==> src/design/lrb_pkg.sv <==
package lrb_pkg;

    // Width of every input coordinate, angle and the difference vector
    localparam int unsigned COORD_W = 16;
    localparam int unsigned DIFF_W  = COORD_W + 1;
    localparam int unsigned ANGLE_W = 32;
    localparam int unsigned DIST_W  = 17;

    // Entries held in the arctangent table
    localparam int unsigned ATAN_ENTRIES = 24;

    // 1/1.6467602 in Q0.30
    localparam int unsigned GAIN_W = 30;
    localparam logic [GAIN_W-1:0] GAIN_Q30 = 30'd652032874;

    // Largest range that the distance field reports
    localparam logic [DIST_W-1:0] DIST_MAX = 17'd92682;

    // Left half plane starts the angle at a half turn
    localparam logic [ANGLE_W-1:0] HALF_TURN = 32'h8000_0000;

    // Control data that rides alongside the CORDIC vector
    typedef struct packed {
        logic [ANGLE_W-1:0] angle;
        logic [COORD_W-1:0] heading;
        logic               zero;
    } side_t;

    // round(atan(2^-i) * 2^32 / (2*pi))
    function automatic logic [ANGLE_W-1:0] atan_turn(input logic [4:0] idx);
        logic [ANGLE_W-1:0] val;
        case (idx)
            5'd0:    val = 32'h2000_0000;
            5'd1:    val = 32'h12E4_051E;
            5'd2:    val = 32'h09FB_385B;
            5'd3:    val = 32'h0511_11D4;
            5'd4:    val = 32'h028B_0D43;
            5'd5:    val = 32'h0145_D7E1;
            5'd6:    val = 32'h00A2_F61E;
            5'd7:    val = 32'h0051_7C55;
            5'd8:    val = 32'h0028_BE53;
            5'd9:    val = 32'h0014_5F2F;
            5'd10:   val = 32'h000A_2F98;
            5'd11:   val = 32'h0005_17CC;
            5'd12:   val = 32'h0002_8BE6;
            5'd13:   val = 32'h0001_45F3;
            5'd14:   val = 32'h0000_A2FA;
            5'd15:   val = 32'h0000_517D;
            5'd16:   val = 32'h0000_28BE;
            5'd17:   val = 32'h0000_145F;
            5'd18:   val = 32'h0000_0A30;
            5'd19:   val = 32'h0000_0518;
            5'd20:   val = 32'h0000_028C;
            5'd21:   val = 32'h0000_0146;
            5'd22:   val = 32'h0000_00A3;
            5'd23:   val = 32'h0000_0051;
            default: val = '0;
        endcase
        return val;
    endfunction

endpackage

==> src/design/lrb_pre.sv <==
module lrb_pre #(
    parameter int WIDTH     = 27,
    parameter int FRAC_BITS = 8
) (
    input  logic                  clk,
    input  logic                  rst_n,
    input  logic                  in_valid,
    output logic                  in_ready,
    input  logic signed [15:0]    robot_x,
    input  logic signed [15:0]    robot_y,
    input  logic signed [15:0]    robot_heading,
    input  logic signed [15:0]    landmark_x,
    input  logic signed [15:0]    landmark_y,
    output logic                  out_valid,
    input  logic                  out_ready,
    output logic signed [WIDTH-1:0] x,
    output logic signed [WIDTH-1:0] y,
    output lrb_pkg::side_t        side
);
    import lrb_pkg::*;

    logic                    valid_reg;
    logic                    advance;
    logic signed [DIFF_W-1:0] dx;
    logic signed [DIFF_W-1:0] dy;
    logic signed [WIDTH-1:0] dx_scaled;
    logic signed [WIDTH-1:0] dy_scaled;
    logic signed [WIDTH-1:0] x_reg;
    logic signed [WIDTH-1:0] x_next;
    logic signed [WIDTH-1:0] y_reg;
    logic signed [WIDTH-1:0] y_next;
    side_t                   side_reg;
    side_t                   side_next;

    assign advance  = !valid_reg || out_ready;
    assign in_ready = advance;

    always_comb
    begin
        dx        = {landmark_x[15], landmark_x} - {robot_x[15], robot_x};
        dy        = {landmark_y[15], landmark_y} - {robot_y[15], robot_y};
        dx_scaled = WIDTH'(dx) <<< FRAC_BITS;
        dy_scaled = WIDTH'(dy) <<< FRAC_BITS;
        // fold the left half plane onto the right one
        if (dx[DIFF_W-1])
        begin
            x_next          = -dx_scaled;
            y_next          = -dy_scaled;
            side_next.angle = HALF_TURN;
        end
        else
        begin
            x_next          = dx_scaled;
            y_next          = dy_scaled;
            side_next.angle = '0;
        end
        side_next.heading = robot_heading;
        side_next.zero    = (dx == '0) && (dy == '0);
    end

    always_ff @(posedge clk or negedge rst_n)
    begin
        if (!rst_n)
        begin
            valid_reg <= 1'b0;
        end
        else if (advance)
        begin
            valid_reg <= in_valid;
        end
    end

    always_ff @(posedge clk)
    begin
        if (advance && in_valid)
        begin
            x_reg    <= x_next;
            y_reg    <= y_next;
            side_reg <= side_next;
        end
    end

    assign out_valid = valid_reg;
    assign x         = x_reg;
    assign y         = y_reg;
    assign side      = side_reg;

endmodule

==> config.mk <==
export PLATFORM = sky130hd
export DESIGN_NAME = lrb_pre
export DESIGN_NICKNAME = d
export VERILOG_FILES = /design/src/design/lrb_pkg.sv /design/src/design/lrb_pre.sv
export SDC_FILE = /design/constraint.sdc
export NUM_CORES = 1
export LEC_CHECK = 0
export ABC_AREA = 1
export BUFFER_PORTS_ARGS = -buffer_cell sky130_fd_sc_hd__buf_2
export CELL_PAD_IN_SITES_DETAIL_PLACEMENT = 0
export CELL_PAD_IN_SITES_GLOBAL_PLACEMENT = 1
export CORE_MARGIN = 2
export CORE_UTILIZATION = 39
export CTS_BUF_LIST = sky130_fd_sc_hd__clkbuf_8
export DETAILED_ROUTE_END_ITERATION = 6
export PLACE_DENSITY_LB_ADDON = 0.1
export SYNTH_ARGS = -nofsm -noshare
export SYNTH_HDL_FRONTEND = slang
export SYNTH_SLANG_ARGS = --single-unit
==> constraint.sdc <==
create_clock -name clk -period 6.9 [get_ports clk]
set_clock_uncertainty 0.15 [all_clocks]
set_input_delay 0.69 -clock clk [delete_from_list [all_inputs] [get_ports clk]]
set_output_delay 0.69 -clock clk [all_outputs]
set_load 0.03 [all_outputs]
==> impl_metrics.toml <==
[worst_hold_path]
hp-class = "primary input to flip-flop"

[die]
die_h_um = 120
start_util = 0.397
die_w_um = 120
die-area_um2 = 14400
rows = 42
core_area_um2 = 13200
ios = 189

[routing]
via_count = 4672
first_pass_iters = 4
drt-total-wl_um = 11900
postRouteAntennaNets = 0
vias_per_cell = 4.41
drt_iter0_drc = 192
avgRoutedWirePerCell_um = 11.2
drc = 0

[synthesis]
synth_top_flop_cell = "edfxtp_1"
avgSynthCellArea_um2 = 7.19
synthesis.area_um2 = 5240
synth_cell_types = 36
yosysSeqAreaShare = 0.326
synth_top_area_cell = "edfxtp_1"
synth_top_area_frac = 0.321
synthArstFlopShare = 0.0175
syn_inst = 728
synth_edf_count = 56
ys_ff_latch = 57
synthTopCellsByArea = "edfxtp_1, nand2_1, inv_1"
yosys_warnings = 0

[clock_network]
root_buffer = "clkbuf_8"
h-tree-depth = 3
cts.sinks = 57
path_clk_slew_ps = 80
clockBufferDepth = 2
post-cts-setup-buffer-count = 0
cts_resized = 0
clk-insertion-delay-late_ps = 330
cts_tree = "done"
numCtsBuffers = 9
cts_hold_buf = 1

[setup_path]
cp_max_fo = 4
required_ps = 6840
critical_path_class = "primary input to flip-flop"
critPathArrivalTime_ps = 3050
critPathLaunchType = "primary input"
end_kind = "flip-flop"

[sta]
timing.fmax_mhz = 321
setup_viol = 0
tightest_slew_ps = 785
grt_setup_unrepaired = "false"
fin_crit_ps = 3110
post-route-period-util = 0.451
final.setup.tns_ps = 0
slew_headroom = 0.475
finalHoldViolCount = 0
slew_viol_final = 0

[pwr]
p_leak_uw = 0.00343
seq_power_share = 0.340
switching_share = 0.392
comb_power_share = 0.400
ir_drop_mv = 0.105
intPower_uw = 811
switchingPower_uw = 523
p_per_area_nw_per_um2 = 215
power.share.clock = 0.261

[final_layout]
antenna_cells = 0
mostFrequentLayoutCell = "nand2_1"
areaGrowthSynthToFinish_pct = 18.4
final_nets = 1001
fin_util = 0.470
fillers = 1359
drive_above_1_share = 0.220
final_cell_mix = "nand2_1, buf_2, inv_1"

[placement]
place.gp.congestion = 0.833
dpl.hpwl_um = 10100
portBuffers = 141

[global_route]
antenna_found_initial = 0
grt.overflow.total = 0
grt_max_degree = 31
track_usage = 0.169
grt_pass1_vias = 4244
grt_first_pass_wirelength_um = 19700

[outcome]
run_status = "finished, final reports clean"

[job]
cap_violations = 0
power groups by stage:
stage | Sequential [µW] | Combinational, µW | Clock (µW)
5_1_grt | 457 | 600 | 375
3_3_place_gp | 461 | 532 | 0
3_5_place_dp | 462 | 535 | 0
6_report | 453 | 533 | 348
4_1_cts | 454 | 538 | 357
2_1_floorplan | 540 | 347 | 0
critical path, stage by stage:
cell and delay [ps]:
buf_2 100, ha_1 210, fa_1 530, ha_1 150
inv_1 50, a21oi_1 110, nand3_1 120, nor2_1 150
nand3_1 100, nor2_2 160, nand4_1 160, nor3_1 180
ha_1 260, inv_1 50, nor2_1 30
metal layers:
metal / routed length, µm / vias up / part of all wire / track usage
met2: 5460 / 130 / 0.46 / 0.281
met3: 583 / 2 / 0.049 / 0.0252
met1: 5790 / 2046 / 0.49 / 0.235
met4: 44 / 0 / 0.0037 / 0.0309
met5: 0 / - / 0 / 0
li1: - / 2494 / - / -
through the flow:
stage	instance area, µm²	total power (µW)	hold slack (ps)	std cells	setup slack (ps)
finish	6200	1330	380	1059	3790
global route	6200	1430	346	1059	3540
CTS	6200	1350	361	1059	3780
detailed placement	5960	997	320	1042	3410
global placement	5960	993	316	1042	3450
floorplan	5420	887	244	776	2810
layout make-up:
type / count / area, µm² / share of cell area
Multi-Input combinational cell: 526 / 2790 / 0.450
Sequential cell: 57 / 1710 / 0.275
Timing Repair Buffer: 143 / 723 / 0.117
Inverter: 141 / 532 / 0.0858
Tap cell: 176 / 220 / 0.0355
Clock buffer: 9 / 124 / 0.0200
Clock inverter: 7 / 101 / 0.0163
kinds of logic after synthesis:
family                   count (synthesis)  share of synthesized area
adder cells (fa/ha/maj)                 39                     0.0961
AND/OR/NAND/NOR                        375                      0.316
XOR/XNOR                                27                     0.0452
buffers and inverters                  193                      0.177
flip-flops                              57                      0.326
AO/OA/AOI/OAI                           36                     0.0392
other                                    1                   0.000716
synthesized netlist by cell type (all sizes together), types with 2 or more instances:
library cell	instances
inv	141
nor2	60
xor2	15
and2	2
a21oi	25
nor3	7
ha	37
o21ai	6
fa	2
buf	52
xnor2	12
nand3	56
nand3b	5
nand2	229
nand4	15
edfxtp	56
worst paths after layout:
check / from / cells after the start / endpoint / slack, ps
hold reg to reg: out_valid$_DFFE_PN0N_ / 2 / out_valid$_DFFE_PN0N_ / 440
hold / removal: robot_heading[1] / 1 / side[2]$_DFFE_PP_ / 380
setup / recovery: robot_x[0] / 15 / x[24]$_SDFFCE_PN0P_ / 3790
max in group asynchronous: rst_n / 2 / out_valid$_DFFE_PN0N_ / 6010
setup reg to reg: out_valid$_DFFE_PN0N_ / 2 / x[11]$_DFFE_PP_ / 4810
min in group asynchronous: rst_n / 2 / out_valid$_DFFE_PN0N_ / 510
Note: power is estimated with default switching activity, not from simulation.
