`src/design/lrb_pkg.sv`:
```
package lrb_pkg;

    // Width of every input coordinate, angle and the difference vector
    localparam int unsigned COORD_W = 16;
    localparam int unsigned DIFF_W  = COORD_W + 1;
    localparam int unsigned ANGLE_W = 32;
    localparam int unsigned DIST_W  = 17;

    // Entries held in the arctangent table
    localparam int unsigned ATAN_ENTRIES = 24;

    // 1/1.6467602 in Q0.30
    localparam int unsigned GAIN_W = 30;
    localparam logic [GAIN_W-1:0] GAIN_Q30 = 30'd652032874;

    // Largest range that the distance field reports
    localparam logic [DIST_W-1:0] DIST_MAX = 17'd92682;

    // Left half plane starts the angle at a half turn
    localparam logic [ANGLE_W-1:0] HALF_TURN = 32'h8000_0000;

    // Control data that rides alongside the CORDIC vector
    typedef struct packed {
        logic [ANGLE_W-1:0] angle;
        logic [COORD_W-1:0] heading;
        logic               zero;
    } side_t;

    // round(atan(2^-i) * 2^32 / (2*pi))
    function automatic logic [ANGLE_W-1:0] atan_turn(input logic [4:0] idx);
        logic [ANGLE_W-1:0] val;
        case (idx)
            5'd0:    val = 32'h2000_0000;
            5'd1:    val = 32'h12E4_051E;
            5'd2:    val = 32'h09FB_385B;
            5'd3:    val = 32'h0511_11D4;
            5'd4:    val = 32'h028B_0D43;
            5'd5:    val = 32'h0145_D7E1;
            5'd6:    val = 32'h00A2_F61E;
            5'd7:    val = 32'h0051_7C55;
            5'd8:    val = 32'h0028_BE53;
            5'd9:    val = 32'h0014_5F2F;
            5'd10:   val = 32'h000A_2F98;
            5'd11:   val = 32'h0005_17CC;
            5'd12:   val = 32'h0002_8BE6;
            5'd13:   val = 32'h0001_45F3;
            5'd14:   val = 32'h0000_A2FA;
            5'd15:   val = 32'h0000_517D;
            5'd16:   val = 32'h0000_28BE;
            5'd17:   val = 32'h0000_145F;
            5'd18:   val = 32'h0000_0A30;
            5'd19:   val = 32'h0000_0518;
            5'd20:   val = 32'h0000_028C;
            5'd21:   val = 32'h0000_0146;
            5'd22:   val = 32'h0000_00A3;
            5'd23:   val = 32'h0000_0051;
            default: val = '0;
        endcase
        return val;
    endfunction

endpackage

```
`src/design/lrb_post.sv`:
```
module lrb_post #(
    parameter int WIDTH     = 27,
    parameter int FRAC_BITS = 8
) (
    input  logic                    clk,
    input  logic                    rst_n,
    input  logic                    in_valid,
    output logic                    in_ready,
    input  logic signed [WIDTH-1:0] in_x,
    input  lrb_pkg::side_t          in_side,
    output logic                    out_valid,
    input  logic                    out_ready,
    output logic [16:0]             distance,
    output logic signed [15:0]      bearing
);
    import lrb_pkg::*;

    localparam int PW = WIDTH + GAIN_W;

    logic                  mul_valid_reg;
    logic                  res_valid_reg;
    logic                  mul_advance;
    logic                  res_advance;
    logic [WIDTH-2:0]      x_clamped;
    logic [ANGLE_W-1:0]    angle;
    logic [ANGLE_W-1:0]    angle_rounded;
    logic [PW-1:0]         prod_reg;
    logic [PW-1:0]         prod_next;
    logic [COORD_W-1:0]    bear_reg;
    logic [COORD_W-1:0]    bear_next;
    logic                  zero_reg;
    logic [PW-1:0]         rounded;
    logic [PW-1:0]         quotient;
    logic [DIST_W-1:0]     dist_reg;
    logic [DIST_W-1:0]     dist_next;
    logic [COORD_W-1:0]    bear_out_reg;

    assign res_advance = !res_valid_reg || out_ready;
    assign mul_advance = !mul_valid_reg || res_advance;
    assign in_ready    = mul_advance;

    // gain correction and bearing
    always_comb
    begin
        x_clamped     = in_x[WIDTH-1] ? '0 : in_x[WIDTH-2:0];
        prod_next     = PW'(x_clamped) * PW'(GAIN_Q30);
        angle         = in_side.zero ? '0 : in_side.angle;
        angle_rounded = angle + 32'h0000_8000;
        bear_next     = angle_rounded[ANGLE_W-1:ANGLE_W-COORD_W] - in_side.heading;
    end

    // round half up, then saturate; a zero difference gives distance zero
    always_comb
    begin
        rounded  = prod_reg + (PW'(1) << (29 + FRAC_BITS));
        quotient = rounded >> (30 + FRAC_BITS);
        if (zero_reg)
        begin
            dist_next = '0;
        end
        else if (quotient > PW'(DIST_MAX))
        begin
            dist_next = DIST_MAX;
        end
        else
        begin
            dist_next = quotient[DIST_W-1:0];
        end
    end

    always_ff @(posedge clk or negedge rst_n)
    begin
        if (!rst_n)
        begin
            mul_valid_reg <= 1'b0;
            res_valid_reg <= 1'b0;
        end
        else
        begin
            if (mul_advance)
            begin
                mul_valid_reg <= in_valid;
            end
            if (res_advance)
            begin
                res_valid_reg <= mul_valid_reg;
            end
        end
    end

    always_ff @(posedge clk)
    begin
        if (mul_advance && in_valid)
        begin
            prod_reg <= prod_next;
            bear_reg <= bear_next;
            zero_reg <= in_side.zero;
        end
        if (res_advance && mul_valid_reg)
        begin
            dist_reg     <= dist_next;
            bear_out_reg <= bear_reg;
        end
    end

    assign out_valid = res_valid_reg;
    assign distance  = dist_reg;
    assign bearing   = bear_out_reg;

endmodule
```
`config.mk`:
```
export PLATFORM = sky130hd
export DESIGN_NAME = lrb_post
export DESIGN_NICKNAME = d
export VERILOG_FILES = /design/src/design/lrb_pkg.sv /design/src/design/lrb_post.sv
export SDC_FILE = /design/constraint.sdc
export NUM_CORES = 1
export LEC_CHECK = 0
export ABC_AREA = 1
export BUFFER_PORTS_ARGS = -buffer_cell sky130_fd_sc_hd__buf_2
export CAP_MARGIN = 20
export CORE_UTILIZATION = 46
export DETAILED_ROUTE_END_ITERATION = 7
export GPL_TIMING_DRIVEN = 0
export MAX_ROUTING_LAYER = met4
export PLACE_DENSITY = 0.71
export SLEW_MARGIN = 5
export SYNTH_ARGS = -nofsm -noshare
export SYNTH_HDL_FRONTEND = slang
export SYNTH_SLANG_ARGS = --single-unit
```
`constraint.sdc`:
```
create_clock -name clk -period 2.8 [get_ports clk]
set_clock_uncertainty 0.05 [all_clocks]
set_input_delay 0.56 -clock clk [delete_from_list [all_inputs] [get_ports clk]]
set_output_delay 0.56 -clock clk [all_outputs]
set_load 0.005 [all_outputs]
```
==> run_summary.xml, run 1 <==
<?xml version="1.0" encoding="UTF-8"?>
<metrics>
  <group name="run_status">
    <metric name="run_status" unit="">complete, but fails checks</metric>
    <metric name="violations" unit="">negative setup slack</metric>
  </group>
  <group name="clock_network">
    <metric name="cts_clk_pin_slew_worst_paths" unit="ps">60</metric>
    <metric name="cts_buffers" unit="">9</metric>
    <metric name="cts_htree_levels" unit="">3</metric>
    <metric name="worst_skew_pair.late_latency" unit="ps">340</metric>
    <metric name="sinks_on_the_clock_net" unit="">71</metric>
    <metric name="max-clock-path-buffers" unit="">2</metric>
    <metric name="ctsRootBufferMaster" unit="">clkbuf_16</metric>
    <metric name="tritoncts" unit="">built</metric>
  </group>
  <group name="grt">
    <metric name="number_of_global_route_vias_before_repair" unit="">15550</metric>
    <metric name="globalRouteTotalUtil" unit="%">28.25</metric>
    <metric name="grt_busiest_layer" unit="">met2</metric>
    <metric name="globalRoute.totalOverflow" unit="">0</metric>
    <metric name="grt_use_met1" unit="%">37.93</metric>
    <metric name="grt_first_pass_wirelength" unit="mm">84.28</metric>
    <metric name="grt_max_degree" unit="">23</metric>
    <metric name="grt_antenna_before_repair" unit="">0</metric>
    <metric name="gr-usage-met3" unit="%">4.114</metric>
    <metric name="grt_use_met2" unit="%">45.79</metric>
  </group>
  <group name="layout">
    <metric name="final_design_area_no_fill" unit="um2">23020</metric>
    <metric name="largest_reg_flops" unit="">19</metric>
    <metric name="final_layout_size_suffix_gt1_share" unit="%">28.52</metric>
    <metric name="antenna_cells" unit="">0</metric>
    <metric name="net_count_final" unit="">3048</metric>
    <metric name="syn2layout_area_growth" unit="%">26.21</metric>
  </group>
  <group name="placement">
    <metric name="detailedPlace.worstSlack" unit="ps">-4546</metric>
    <metric name="port_buffers" unit="">99</metric>
    <metric name="place.detailed.hpwl" unit="mm">46.75</metric>
    <metric name="placed_area" unit="um2">20220</metric>
    <metric name="gp_congestion" unit="">0.9764</metric>
  </group>
  <group name="yosys">
    <metric name="ys.flop_type" unit="">edfxtp_1</metric>
    <metric name="syn-cell-area" unit="um2">18240</metric>
    <metric name="synth_warnings" unit="">0</metric>
    <metric name="synth_edf_count" unit="">69</metric>
    <metric name="mappedNetlistNets" unit="">2829</metric>
    <metric name="postSynth.asyncResetShare" unit="%">2.817</metric>
    <metric name="ys_ff_latch" unit="">71</metric>
    <metric name="synth.distinct_cells" unit="">34</metric>
    <metric name="ys_seq_area_share" unit="%">11.63</metric>
    <metric name="synthCells" unit="">2171</metric>
    <metric name="avgSynthCellArea" unit="um2">8.403</metric>
  </group>
  <group name="route">
    <metric name="drc_errors" unit="">0</metric>
    <metric name="drtIter0Drc" unit="">758</metric>
    <metric name="drt_wl_total" unit="mm">54.13</metric>
    <metric name="routed_via_density" unit="">5.051</metric>
    <metric name="detailedRoute.firstPassIterationCount" unit="">5</metric>
    <metric name="route.antenna.remaining_nets" unit="">0</metric>
    <metric name="route.detailed.wl_per_inst" unit="um">18.58</metric>
    <metric name="detailroute.via_count" unit="">14720</metric>
  </group>
  <group name="critical_path">
    <metric name="start_kind" unit="">input port</metric>
    <metric name="crit_slowest_cell" unit="">fa_2</metric>
    <metric name="critPathArrivalTime" unit="ps">6500</metric>
    <metric name="timing.critical_path.required" unit="ps">2840</metric>
    <metric name="reg2regPathDepth" unit="">16</metric>
    <metric name="critical-path-max-stage-delay" unit="ps">590</metric>
    <metric name="critPathMostFrequentCell" unit="">inv_2</metric>
    <metric name="worst_path_dominant_cell_family" unit="">adder cells</metric>
    <metric name="critPathMaxFanout" unit="">8</metric>
    <metric name="crit-reg2reg-launch" unit="">prod_reg[38]$_DFFE_PP_</metric>
    <metric name="critical_path.endpoint_type" unit="">register</metric>
    <metric name="timing.setup.critical_path_class" unit="">input port to register</metric>
    <metric name="crit-reg2reg-capture" unit="">distance[8]$_SDFFCE_PP0P_</metric>
    <metric name="setup.reg_to_reg.worst_slack" unit="ps">360</metric>
    <metric name="critPathBufInv" unit="">13</metric>
  </group>
  <group name="die">
    <metric name="num_rows" unit="">72</metric>
    <metric name="floorplan.io_pins" unit="">115</metric>
    <metric name="dieArea" unit="um2">40460</metric>
    <metric name="core_region_area" unit="um2">38920</metric>
    <metric name="dieHeight" unit="um">201.1</metric>
    <metric name="die_span_x" unit="um">201.1</metric>
    <metric name="initial_utilization" unit="%">46.87</metric>
  </group>
  <group name="job">
    <metric name="maxCapViolCount" unit="">0</metric>
  </group>
  <group name="timing">
    <metric name="setup_viol" unit="">19</metric>
    <metric name="max_freq" unit="MHz">154.8</metric>
    <metric name="timing.final.crit_share" unit="%">230.7</metric>
    <metric name="rsz_0062_raised_after_global_routing" unit="">yes</metric>
    <metric name="slew_violations" unit="">0</metric>
    <metric name="post-route-worst-setup-slack" unit="ps">-3660</metric>
    <metric name="actual_slew_at_the_worst_max_slew_pin" unit="ps">753.6</metric>
    <metric name="period_minus_slack" unit="ps">6460</metric>
    <metric name="timing.final.hold_violations" unit="">0</metric>
    <metric name="slew_headroom" unit="%">49.71</metric>
  </group>
  <group name="hold_path">
    <metric name="worst_hold_path.num_cells" unit="">0</metric>
    <metric name="hold_start" unit="">bear_reg[14]$_DFFE_PP_</metric>
    <metric name="hold_end" unit="">bearing[14]$_DFFE_PP_</metric>
    <metric name="hp-class" unit="">register to register</metric>
  </group>
</metrics>
[repair_timing]
item / 4_1_cts / 5_1_grt
gates resized for setup: 306 / 170
setup buffers: 78 / 27
hold buffers: 1 / 0
endpoints found under the hold margin: 2 / 0
pin swaps: 153 / 86
endpoints found under the setup margin: 25 / 24
cloned: 1 / 0
[synthesized netlist by cell type, types with 21 or more instances]
library cell    n  area, um2
edfxtp_1       69       2072
nand3_1        59      295.3
nand2_1       297       1115
a21oi_1        78      390.4
ha_1          265       3316
o21ai_0        63      315.3
nor2_1        182      683.2
xor2_1         39      341.6
fa_1          313       6266
nor3_1         21      105.1
inv_1         675       2534
[final cells by class]
cell class / instances / area, um2
multi-input cells: 1421 / 15720
flip-flops and latches: 71 / 2122
repair buffers: 208 / 1483
inverters: 676 / 2675
clock buffers: 9 / 225.2
clock inverters: 7 / 80.08
fillers: 3446 / 15890
well taps: 518 / 648.1
plain buffers: 3 / 70.07
[metal layers]
metal	vias to the layer above	part of all wire, %
li1	6993	-
met1	7292	45
met2	369	48
met3	61	5.4
met4	0	1.9
met5	-	0
[how the worst max path moves through the flow]
| stage | start | end | cells past startpoint |
|---|---|---|---|
| floorplan | in_x[26] | prod_reg[45]$_DFFE_PP_ | 29 |
| global placement | in_x[26] | prod_reg[53]$_DFFE_PP_ | 23 |
| detailed placement | in_x[26] | prod_reg[50]$_DFFE_PP_ | 25 |
| CTS | in_x[26] | prod_reg[45]$_DFFE_PP_ | 28 |
| global route | in_x[26] | prod_reg[45]$_DFFE_PP_ | 31 |
| finish | in_x[26] | prod_reg[45]$_DFFE_PP_ | 30 |
[cells by family after synthesis]
logic type | count (synthesis) | share of synthesized area (%)
AOI/OAI and AO/OA | 195 | 6.001
xor gates and xnor gates | 53 | 2.545
adders and majority gates | 578 | 52.52
buffers and inverters | 679 | 13.98
DFF | 71 | 11.63
and+or+nand+nor | 595 | 13.32
[cell usage in the layout, fill, tap and decap left out, types with 6 or more instances in the layout]
master and n:
or2_2 6, nand2_8 7, nand3_1 44, fa_2 47, a21oi_4 12, buf_4 92
inv_2 75, buf_12 6, nor2_2 44, nand4_1 11, a21oi_1 44, fa_1 266
a31oi_1 6, clkinvlp_4 9, nor2_1 103, a21oi_2 22, xor2_1 35, o21ai_1 16
nor3_1 12, inv_4 7, nor2_4 41, clkbuf_16 12, xnor2_1 13, buf_6 9
ha_1 213, ha_4 47, o21ai_2 17, nor3_2 8, inv_6 6, nand3_2 12
inv_1 576, buf_2 97, nand2_1 234, a21o_1 14, o21bai_1 8, nand2_2 35
edfxtp_1 69, nand2_4 26, o21ai_0 30
[per-stage QoR]
stage	hold WS (ps)	cells	TNS [ps]	utilization [%]
2_1_floorplan	214.4	2171	-61770	-
6_report	363.8	2913	-67490	59.16
3_5_place_dp	299.8	2790	-87680	51.96
3_3_place_gp	294.2	2788	-105250	51.79
4_1_cts	368.6	2886	-64650	57.18
5_1_grt	372.7	2913	-71070	59.16
Power of run 1 is not shown: default switching activity piles up to over one toggle a cycle in this logic, so the estimate is an artifact.
==> run 2, diff against run 1 <==
SKIP_LAST_GASP = 1   (was not set)
==> run 2 against run 1 <==
  * The flow still finishes with violations (negative setup slack)
  * Hold slack better by 1.3 ps
  * Global-route usage about the same
  * First-iteration DRC count up 0.13%
  * Register-to-register slack about the same
  * Largest cell class unchanged
==> run_summary.xml, run 2 (synthesis gave the netlist of run 1 again) <==
<?xml version="1.0" encoding="UTF-8"?>
<metrics>
  <group name="run_status">
    <metric name="run_status" unit="">complete, but fails checks</metric>
    <metric name="violations" unit="">negative setup slack</metric>
  </group>
  <group name="die">
    <metric name="floorplan.io_pins" unit="">115</metric>
    <metric name="core_region_area" unit="um2">38920</metric>
    <metric name="dieHeight" unit="um">201.1</metric>
    <metric name="die_span_x" unit="um">201.1</metric>
    <metric name="initial_utilization" unit="%">46.87</metric>
    <metric name="num_rows" unit="">72</metric>
    <metric name="dieArea" unit="um2">40460</metric>
  </group>
  <group name="grt">
    <metric name="grt_busiest_layer" unit="">met2</metric>
    <metric name="number_of_global_route_vias_before_repair" unit="">15560</metric>
    <metric name="globalRoute.totalOverflow" unit="">0</metric>
    <metric name="grt_max_degree" unit="">23</metric>
    <metric name="gr-usage-met3" unit="%">4.276</metric>
    <metric name="grt_antenna_before_repair" unit="">0</metric>
    <metric name="globalRouteTotalUtil" unit="%">28.27</metric>
    <metric name="grt_use_met1" unit="%">37.85</metric>
    <metric name="grt_use_met2" unit="%">46.03</metric>
    <metric name="grt_first_pass_wirelength" unit="mm">84.34</metric>
  </group>
  <group name="placement">
    <metric name="place.detailed.hpwl" unit="mm">46.75</metric>
    <metric name="placed_area" unit="um2">20220</metric>
    <metric name="port_buffers" unit="">99</metric>
    <metric name="gp_congestion" unit="">0.9764</metric>
  </group>
  <group name="clock_network">
    <metric name="max-clock-path-buffers" unit="">2</metric>
    <metric name="sinks_on_the_clock_net" unit="">71</metric>
    <metric name="cts_clk_pin_slew_worst_paths" unit="ps">60</metric>
    <metric name="worst_skew_pair.late_latency" unit="ps">330</metric>
    <metric name="cts_htree_levels" unit="">3</metric>
    <metric name="ctsRootBufferMaster" unit="">clkbuf_16</metric>
    <metric name="tritoncts" unit="">built</metric>
    <metric name="cts_buffers" unit="">9</metric>
  </group>
  <group name="critical_path">
    <metric name="critPathBufInv" unit="">10</metric>
    <metric name="critPathMostFrequentCell" unit="">nand2_1</metric>
    <metric name="timing.setup.critical_path_class" unit="">input port to register</metric>
    <metric name="critical_path.endpoint_type" unit="">register</metric>
    <metric name="timing.critical_path.required" unit="ps">2840</metric>
    <metric name="critical-path-max-stage-delay" unit="ps">620</metric>
    <metric name="crit_slowest_cell" unit="">fa_2</metric>
    <metric name="start_kind" unit="">input port</metric>
    <metric name="worst_path_dominant_cell_family" unit="">adder cells</metric>
    <metric name="critPathArrivalTime" unit="ps">6570</metric>
    <metric name="critPathMaxFanout" unit="">8</metric>
  </group>
  <group name="layout">
    <metric name="most-common-layout-cells" unit="">inv_1, fa_1, nand2_1, ha_1, nor2_1</metric>
    <metric name="antenna_cells" unit="">0</metric>
    <metric name="final_util" unit="%">59.11</metric>
    <metric name="final_layout_size_suffix_gt1_share" unit="%">27.83</metric>
    <metric name="net_count_final" unit="">3057</metric>
    <metric name="largest_reg_flops" unit="">19</metric>
    <metric name="most_common_cell_after_layout_fill_and_taps_aside" unit="">inv_1</metric>
    <metric name="syn2layout_area_growth" unit="%">26.10</metric>
    <metric name="final_design_area_no_fill" unit="um2">23000</metric>
  </group>
  <group name="timing">
    <metric name="max_freq" unit="MHz">153.2</metric>
    <metric name="actual_slew_at_the_worst_max_slew_pin" unit="ps">759.3</metric>
    <metric name="slew_headroom" unit="%">49.33</metric>
    <metric name="timing.final.crit_share" unit="%">233.1</metric>
    <metric name="timing.final.hold_violations" unit="">0</metric>
    <metric name="setup_total_negative_slack" unit="ps">-68690</metric>
    <metric name="rsz_0062_raised_after_global_routing" unit="">yes</metric>
    <metric name="slew_violations" unit="">0</metric>
    <metric name="setup_viol" unit="">19</metric>
    <metric name="period_minus_slack" unit="ps">6525</metric>
    <metric name="post-route-worst-setup-slack" unit="ps">-3725</metric>
  </group>
  <group name="route">
    <metric name="route.detailed.wl_per_inst" unit="um">18.56</metric>
    <metric name="drt_wl_total" unit="mm">54.24</metric>
    <metric name="route.antenna.remaining_nets" unit="">0</metric>
    <metric name="drtIter0Drc" unit="">759</metric>
    <metric name="detailroute.via_count" unit="">14760</metric>
    <metric name="routed_via_density" unit="">5.052</metric>
    <metric name="detailedRoute.firstPassIterationCount" unit="">5</metric>
    <metric name="drc_errors" unit="">0</metric>
  </group>
  <group name="hold_path">
    <metric name="hp-class" unit="">register to register</metric>
  </group>
  <group name="job">
    <metric name="maxCapViolCount" unit="">0</metric>
  </group>
</metrics>
==> run 2: cell types whose count changed in the layout (fill, tap and decap cells not counted), sizes merged <==
cell	before	now
buf	207	216
==> run 2: area by class of cell <==
type,instances,area [um2]
Fill cell,3458,15910
Multi-Input combinational cell,1421,15630
Inverter,676,2673
Sequential cell,71,2122
Timing Repair Buffer,217,1558
Tap cell,518,648.1
Clock buffer,9,225.2
Clock inverter,7,80.08
Buffer,3,65.06
==> run 2: worst paths after layout <==
check	slack, ps	cells after the start	endpoint	from
min	370	0	bearing[14]$_DFFE_PP_	bear_reg[14]$_DFFE_PP_
max in group asynchronous	2110	2	out_valid$_DFFE_PN0P_	rst_n
min in group asynchronous	490	2	mul_valid_reg$_DFFE_PN0N_	rst_n
max reg2reg	360	16	distance[8]$_SDFFCE_PP0P_	prod_reg[38]$_DFFE_PP_
max	-3730	29	prod_reg[44]$_DFFE_PP_	in_x[26]
min reg2reg	370	0	bearing[14]$_DFFE_PP_	bear_reg[14]$_DFFE_PP_
==> run 2: timing repair <==
| action | in CTS | in global routing |
|---|---|---|
| cloned | 1 | 0 |
| gates resized for setup | 298 | 145 |
| endpoints found under the setup margin | 25 | 25 |
| hold buffers | 1 | 0 |
| hold endpoints to repair | 2 | 0 |
| pin swaps | 151 | 114 |
| setup buffers | 78 | 36 |
==> run 2: metrics by stage <==
| step | worst slack [ps] | cells | hold WS, ps |
|---|---|---|---|
| after floorplan | -3334 | 2171 | 214.4 |
| after global placement | -4541 | 2788 | 294.2 |
| after detailed placement | -4546 | 2790 | 299.8 |
| after CTS | -3476 | 2886 | 368.6 |
| after global routing | -3835 | 2922 | 374.1 |
| final | -3725 | 2922 | 365.0 |
==> run 2: metal layers <==
layer  vias to the layer above  share of wire (%)
li1                       7011                  -
met1                      7311                 44
met4                         0                2.0
met3                        59                6.1
met5                         -                  0
met2                       380                 48
Power of run 2 is left out for the same reason.
==> run 3, diff against run 2 <==
CAP_MARGIN = not set   (was 20)
SETUP_SLACK_MARGIN = 0.02   (was not set)
==> run 3 against run 2 <==
  * The run still ends with negative setup slack left
  * Register-to-register slack improved by 100 ps
  * Sequential cell count unchanged
  * Global-route usage about the same
  * First-iteration DRC count increased by 21%
  * Worst setup slack improved by 19 ps
  * Critical path depth decreased by 1
  * Die area unchanged
  * Critical endpoint is now prod_reg[45]$_DFFE_PP_
==> run_summary.xml, run 3 (synthesis gave the netlist of run 1 again) <==
<?xml version="1.0" encoding="UTF-8"?>
<metrics>
  <group name="run_status">
    <metric name="run_status" unit="">complete, but fails checks</metric>
    <metric name="violations" unit="">negative setup slack</metric>
  </group>
  <group name="critical_path">
    <metric name="critPathBufInv" unit="">10</metric>
    <metric name="critical_path.endpoint_type" unit="">register</metric>
    <metric name="crit_slowest_cell" unit="">fa_2</metric>
    <metric name="critPathArrivalTime" unit="ps">6530</metric>
    <metric name="critPathMaxFanout" unit="">8</metric>
    <metric name="start_kind" unit="">input port</metric>
    <metric name="timing.critical_path.required" unit="ps">2820</metric>
    <metric name="critical-path-max-stage-delay" unit="ps">610</metric>
    <metric name="critPathMostFrequentCell" unit="">fa_2</metric>
    <metric name="timing.setup.critical_path_class" unit="">input port to register</metric>
    <metric name="worst_path_dominant_cell_family" unit="">adder cells</metric>
  </group>
  <group name="timing">
    <metric name="setup_viol" unit="">21</metric>
    <metric name="period_minus_slack" unit="ps">6507</metric>
    <metric name="rsz_0062_raised_after_global_routing" unit="">yes</metric>
    <metric name="setup_total_negative_slack" unit="ps">-68780</metric>
    <metric name="timing.final.hold_violations" unit="">0</metric>
    <metric name="post-route-worst-setup-slack" unit="ps">-3707</metric>
    <metric name="actual_slew_at_the_worst_max_slew_pin" unit="ps">735.7</metric>
    <metric name="max_freq" unit="MHz">153.7</metric>
    <metric name="timing.final.crit_share" unit="%">232.4</metric>
    <metric name="slew_headroom" unit="%">50.77</metric>
    <metric name="slew_violations" unit="">0</metric>
  </group>
  <group name="clock_network">
    <metric name="ctsRootBufferMaster" unit="">clkbuf_16</metric>
    <metric name="worst_skew_pair.late_latency" unit="ps">330</metric>
    <metric name="sinks_on_the_clock_net" unit="">71</metric>
    <metric name="cts_buffers" unit="">9</metric>
    <metric name="tritoncts" unit="">built</metric>
    <metric name="cts_clk_pin_slew_worst_paths" unit="ps">60</metric>
    <metric name="max-clock-path-buffers" unit="">2</metric>
    <metric name="cts_htree_levels" unit="">3</metric>
  </group>
  <group name="grt">
    <metric name="grt_first_pass_wirelength" unit="mm">84.75</metric>
    <metric name="number_of_global_route_vias_before_repair" unit="">15860</metric>
    <metric name="grt_antenna_before_repair" unit="">0</metric>
    <metric name="grt_max_degree" unit="">37</metric>
    <metric name="globalRouteTotalUtil" unit="%">28.25</metric>
    <metric name="globalRoute.totalOverflow" unit="">0</metric>
  </group>
  <group name="route">
    <metric name="detailroute.via_count" unit="">14750</metric>
    <metric name="drc_errors" unit="">0</metric>
    <metric name="drt_wl_total" unit="mm">53.31</metric>
    <metric name="routed_via_density" unit="">5.064</metric>
    <metric name="drtIter0Drc" unit="">915</metric>
    <metric name="route.detailed.wl_per_inst" unit="um">18.30</metric>
    <metric name="detailedRoute.firstPassIterationCount" unit="">5</metric>
    <metric name="route.antenna.remaining_nets" unit="">0</metric>
  </group>
  <group name="layout">
    <metric name="antenna_cells" unit="">0</metric>
    <metric name="multiInputGateArea" unit="um2">15530</metric>
    <metric name="largest_reg_flops" unit="">19</metric>
    <metric name="most-common-layout-cells" unit="">inv_1, fa_1, nand2_1, ha_1, nor2_1</metric>
    <metric name="net_count_final" unit="">3048</metric>
    <metric name="fillCellCount" unit="">3395</metric>
    <metric name="final_layout_size_suffix_gt1_share" unit="%">26.01</metric>
    <metric name="most_common_cell_after_layout_fill_and_taps_aside" unit="">inv_1</metric>
    <metric name="regArea" unit="um2">2122</metric>
    <metric name="syn2layout_area_growth" unit="%">24.99</metric>
  </group>
  <group name="die">
    <metric name="dieArea" unit="um2">40460</metric>
    <metric name="die_span_x" unit="um">201.1</metric>
    <metric name="floorplan.io_pins" unit="">115</metric>
    <metric name="num_rows" unit="">72</metric>
    <metric name="core_region_area" unit="um2">38920</metric>
    <metric name="dieHeight" unit="um">201.1</metric>
    <metric name="initial_utilization" unit="%">46.87</metric>
  </group>
  <group name="job">
    <metric name="maxCapViolCount" unit="">0</metric>
  </group>
  <group name="placement">
    <metric name="gp_congestion" unit="">1.013</metric>
    <metric name="detailedPlace.worstSlack" unit="ps">-4556</metric>
    <metric name="place.detailed.hpwl" unit="mm">45.72</metric>
    <metric name="port_buffers" unit="">99</metric>
  </group>
  <group name="hold_path">
    <metric name="hp-class" unit="">register to register</metric>
  </group>
</metrics>
run 3: changes by cell type in the layout (fill, tap and decap cells not counted), sizes merged:
cell,before,now
clkbuf,12,13
inv,669,674
clkinv,4,1
clkinvlp,9,8
buf,216,206
bufinv,1,0
run 3: final cells by class:
cell class                 instances  area share [%]
clock inverter                     7          0.3018
sequential                        71           9.306
timing repair buffer             208           6.458
inverter                         676           11.67
buffer                             3          0.3073
tap                              518           2.842
clock buffer                       9          0.9877
multi-input combinational       1421           68.12
run 3: path summary, 6_finish.rpt:
| kind | cells after the start | from | end | slack (ps) |
|---|---|---|---|---|
| min | 0 | bear_reg[7]$_DFFE_PP_ | bearing[7]$_DFFE_PP_ | 370 |
| max in group asynchronous | 2 | rst_n | out_valid$_DFFE_PN0P_ | 2120 |
| max | 28 | in_x[26] | prod_reg[45]$_DFFE_PP_ | -3710 |
| min reg2reg | 0 | bear_reg[7]$_DFFE_PP_ | bearing[7]$_DFFE_PP_ | 370 |
| max reg2reg | 14 | prod_reg[37]$_DFFE_PP_ | distance[10]$_SDFFCE_PP0P_ | 460 |
| min in group asynchronous | 2 | rst_n | mul_valid_reg$_DFFE_PN0N_ | 490 |
run 3: metal layers:
metal  vias to the layer above  routed length (um)  global-route usage [%]
li1                       7000                   -                       -
met1                      7249               22960                   36.49
met2                       411               25070                   45.64
met3                        90                3782                   5.394
met4                         0                1498                   7.170
met5                         -                   0                       -
run 3: metrics by stage:
stage / area, um2 / hold slack, ps / std cells / util, %
finish: 22800 / 370.6 / 2913 / 58.59
global route: 22800 / 374.8 / 2913 / 58.59
CTS: 22080 / 371.9 / 2885 / 56.75
detailed placement: 20220 / 297.3 / 2789 / 51.95
global placement: 20180 / 294.3 / 2788 / 51.86
floorplan: 19040 / 214.4 / 2171 / -
run 3: what timing repair did:
action / 4_1_cts / 5_1_grt
pin swaps: 137 / 109
hold endpoints to repair: 2 / 0
endpoints found under the setup margin: 25 / 25
resized for setup: 249 / 138
buffers inserted: 77 / 28
gates cloned: 2 / 0
hold buffers: 1 / 0
Power of run 3 is left out for the same reason.
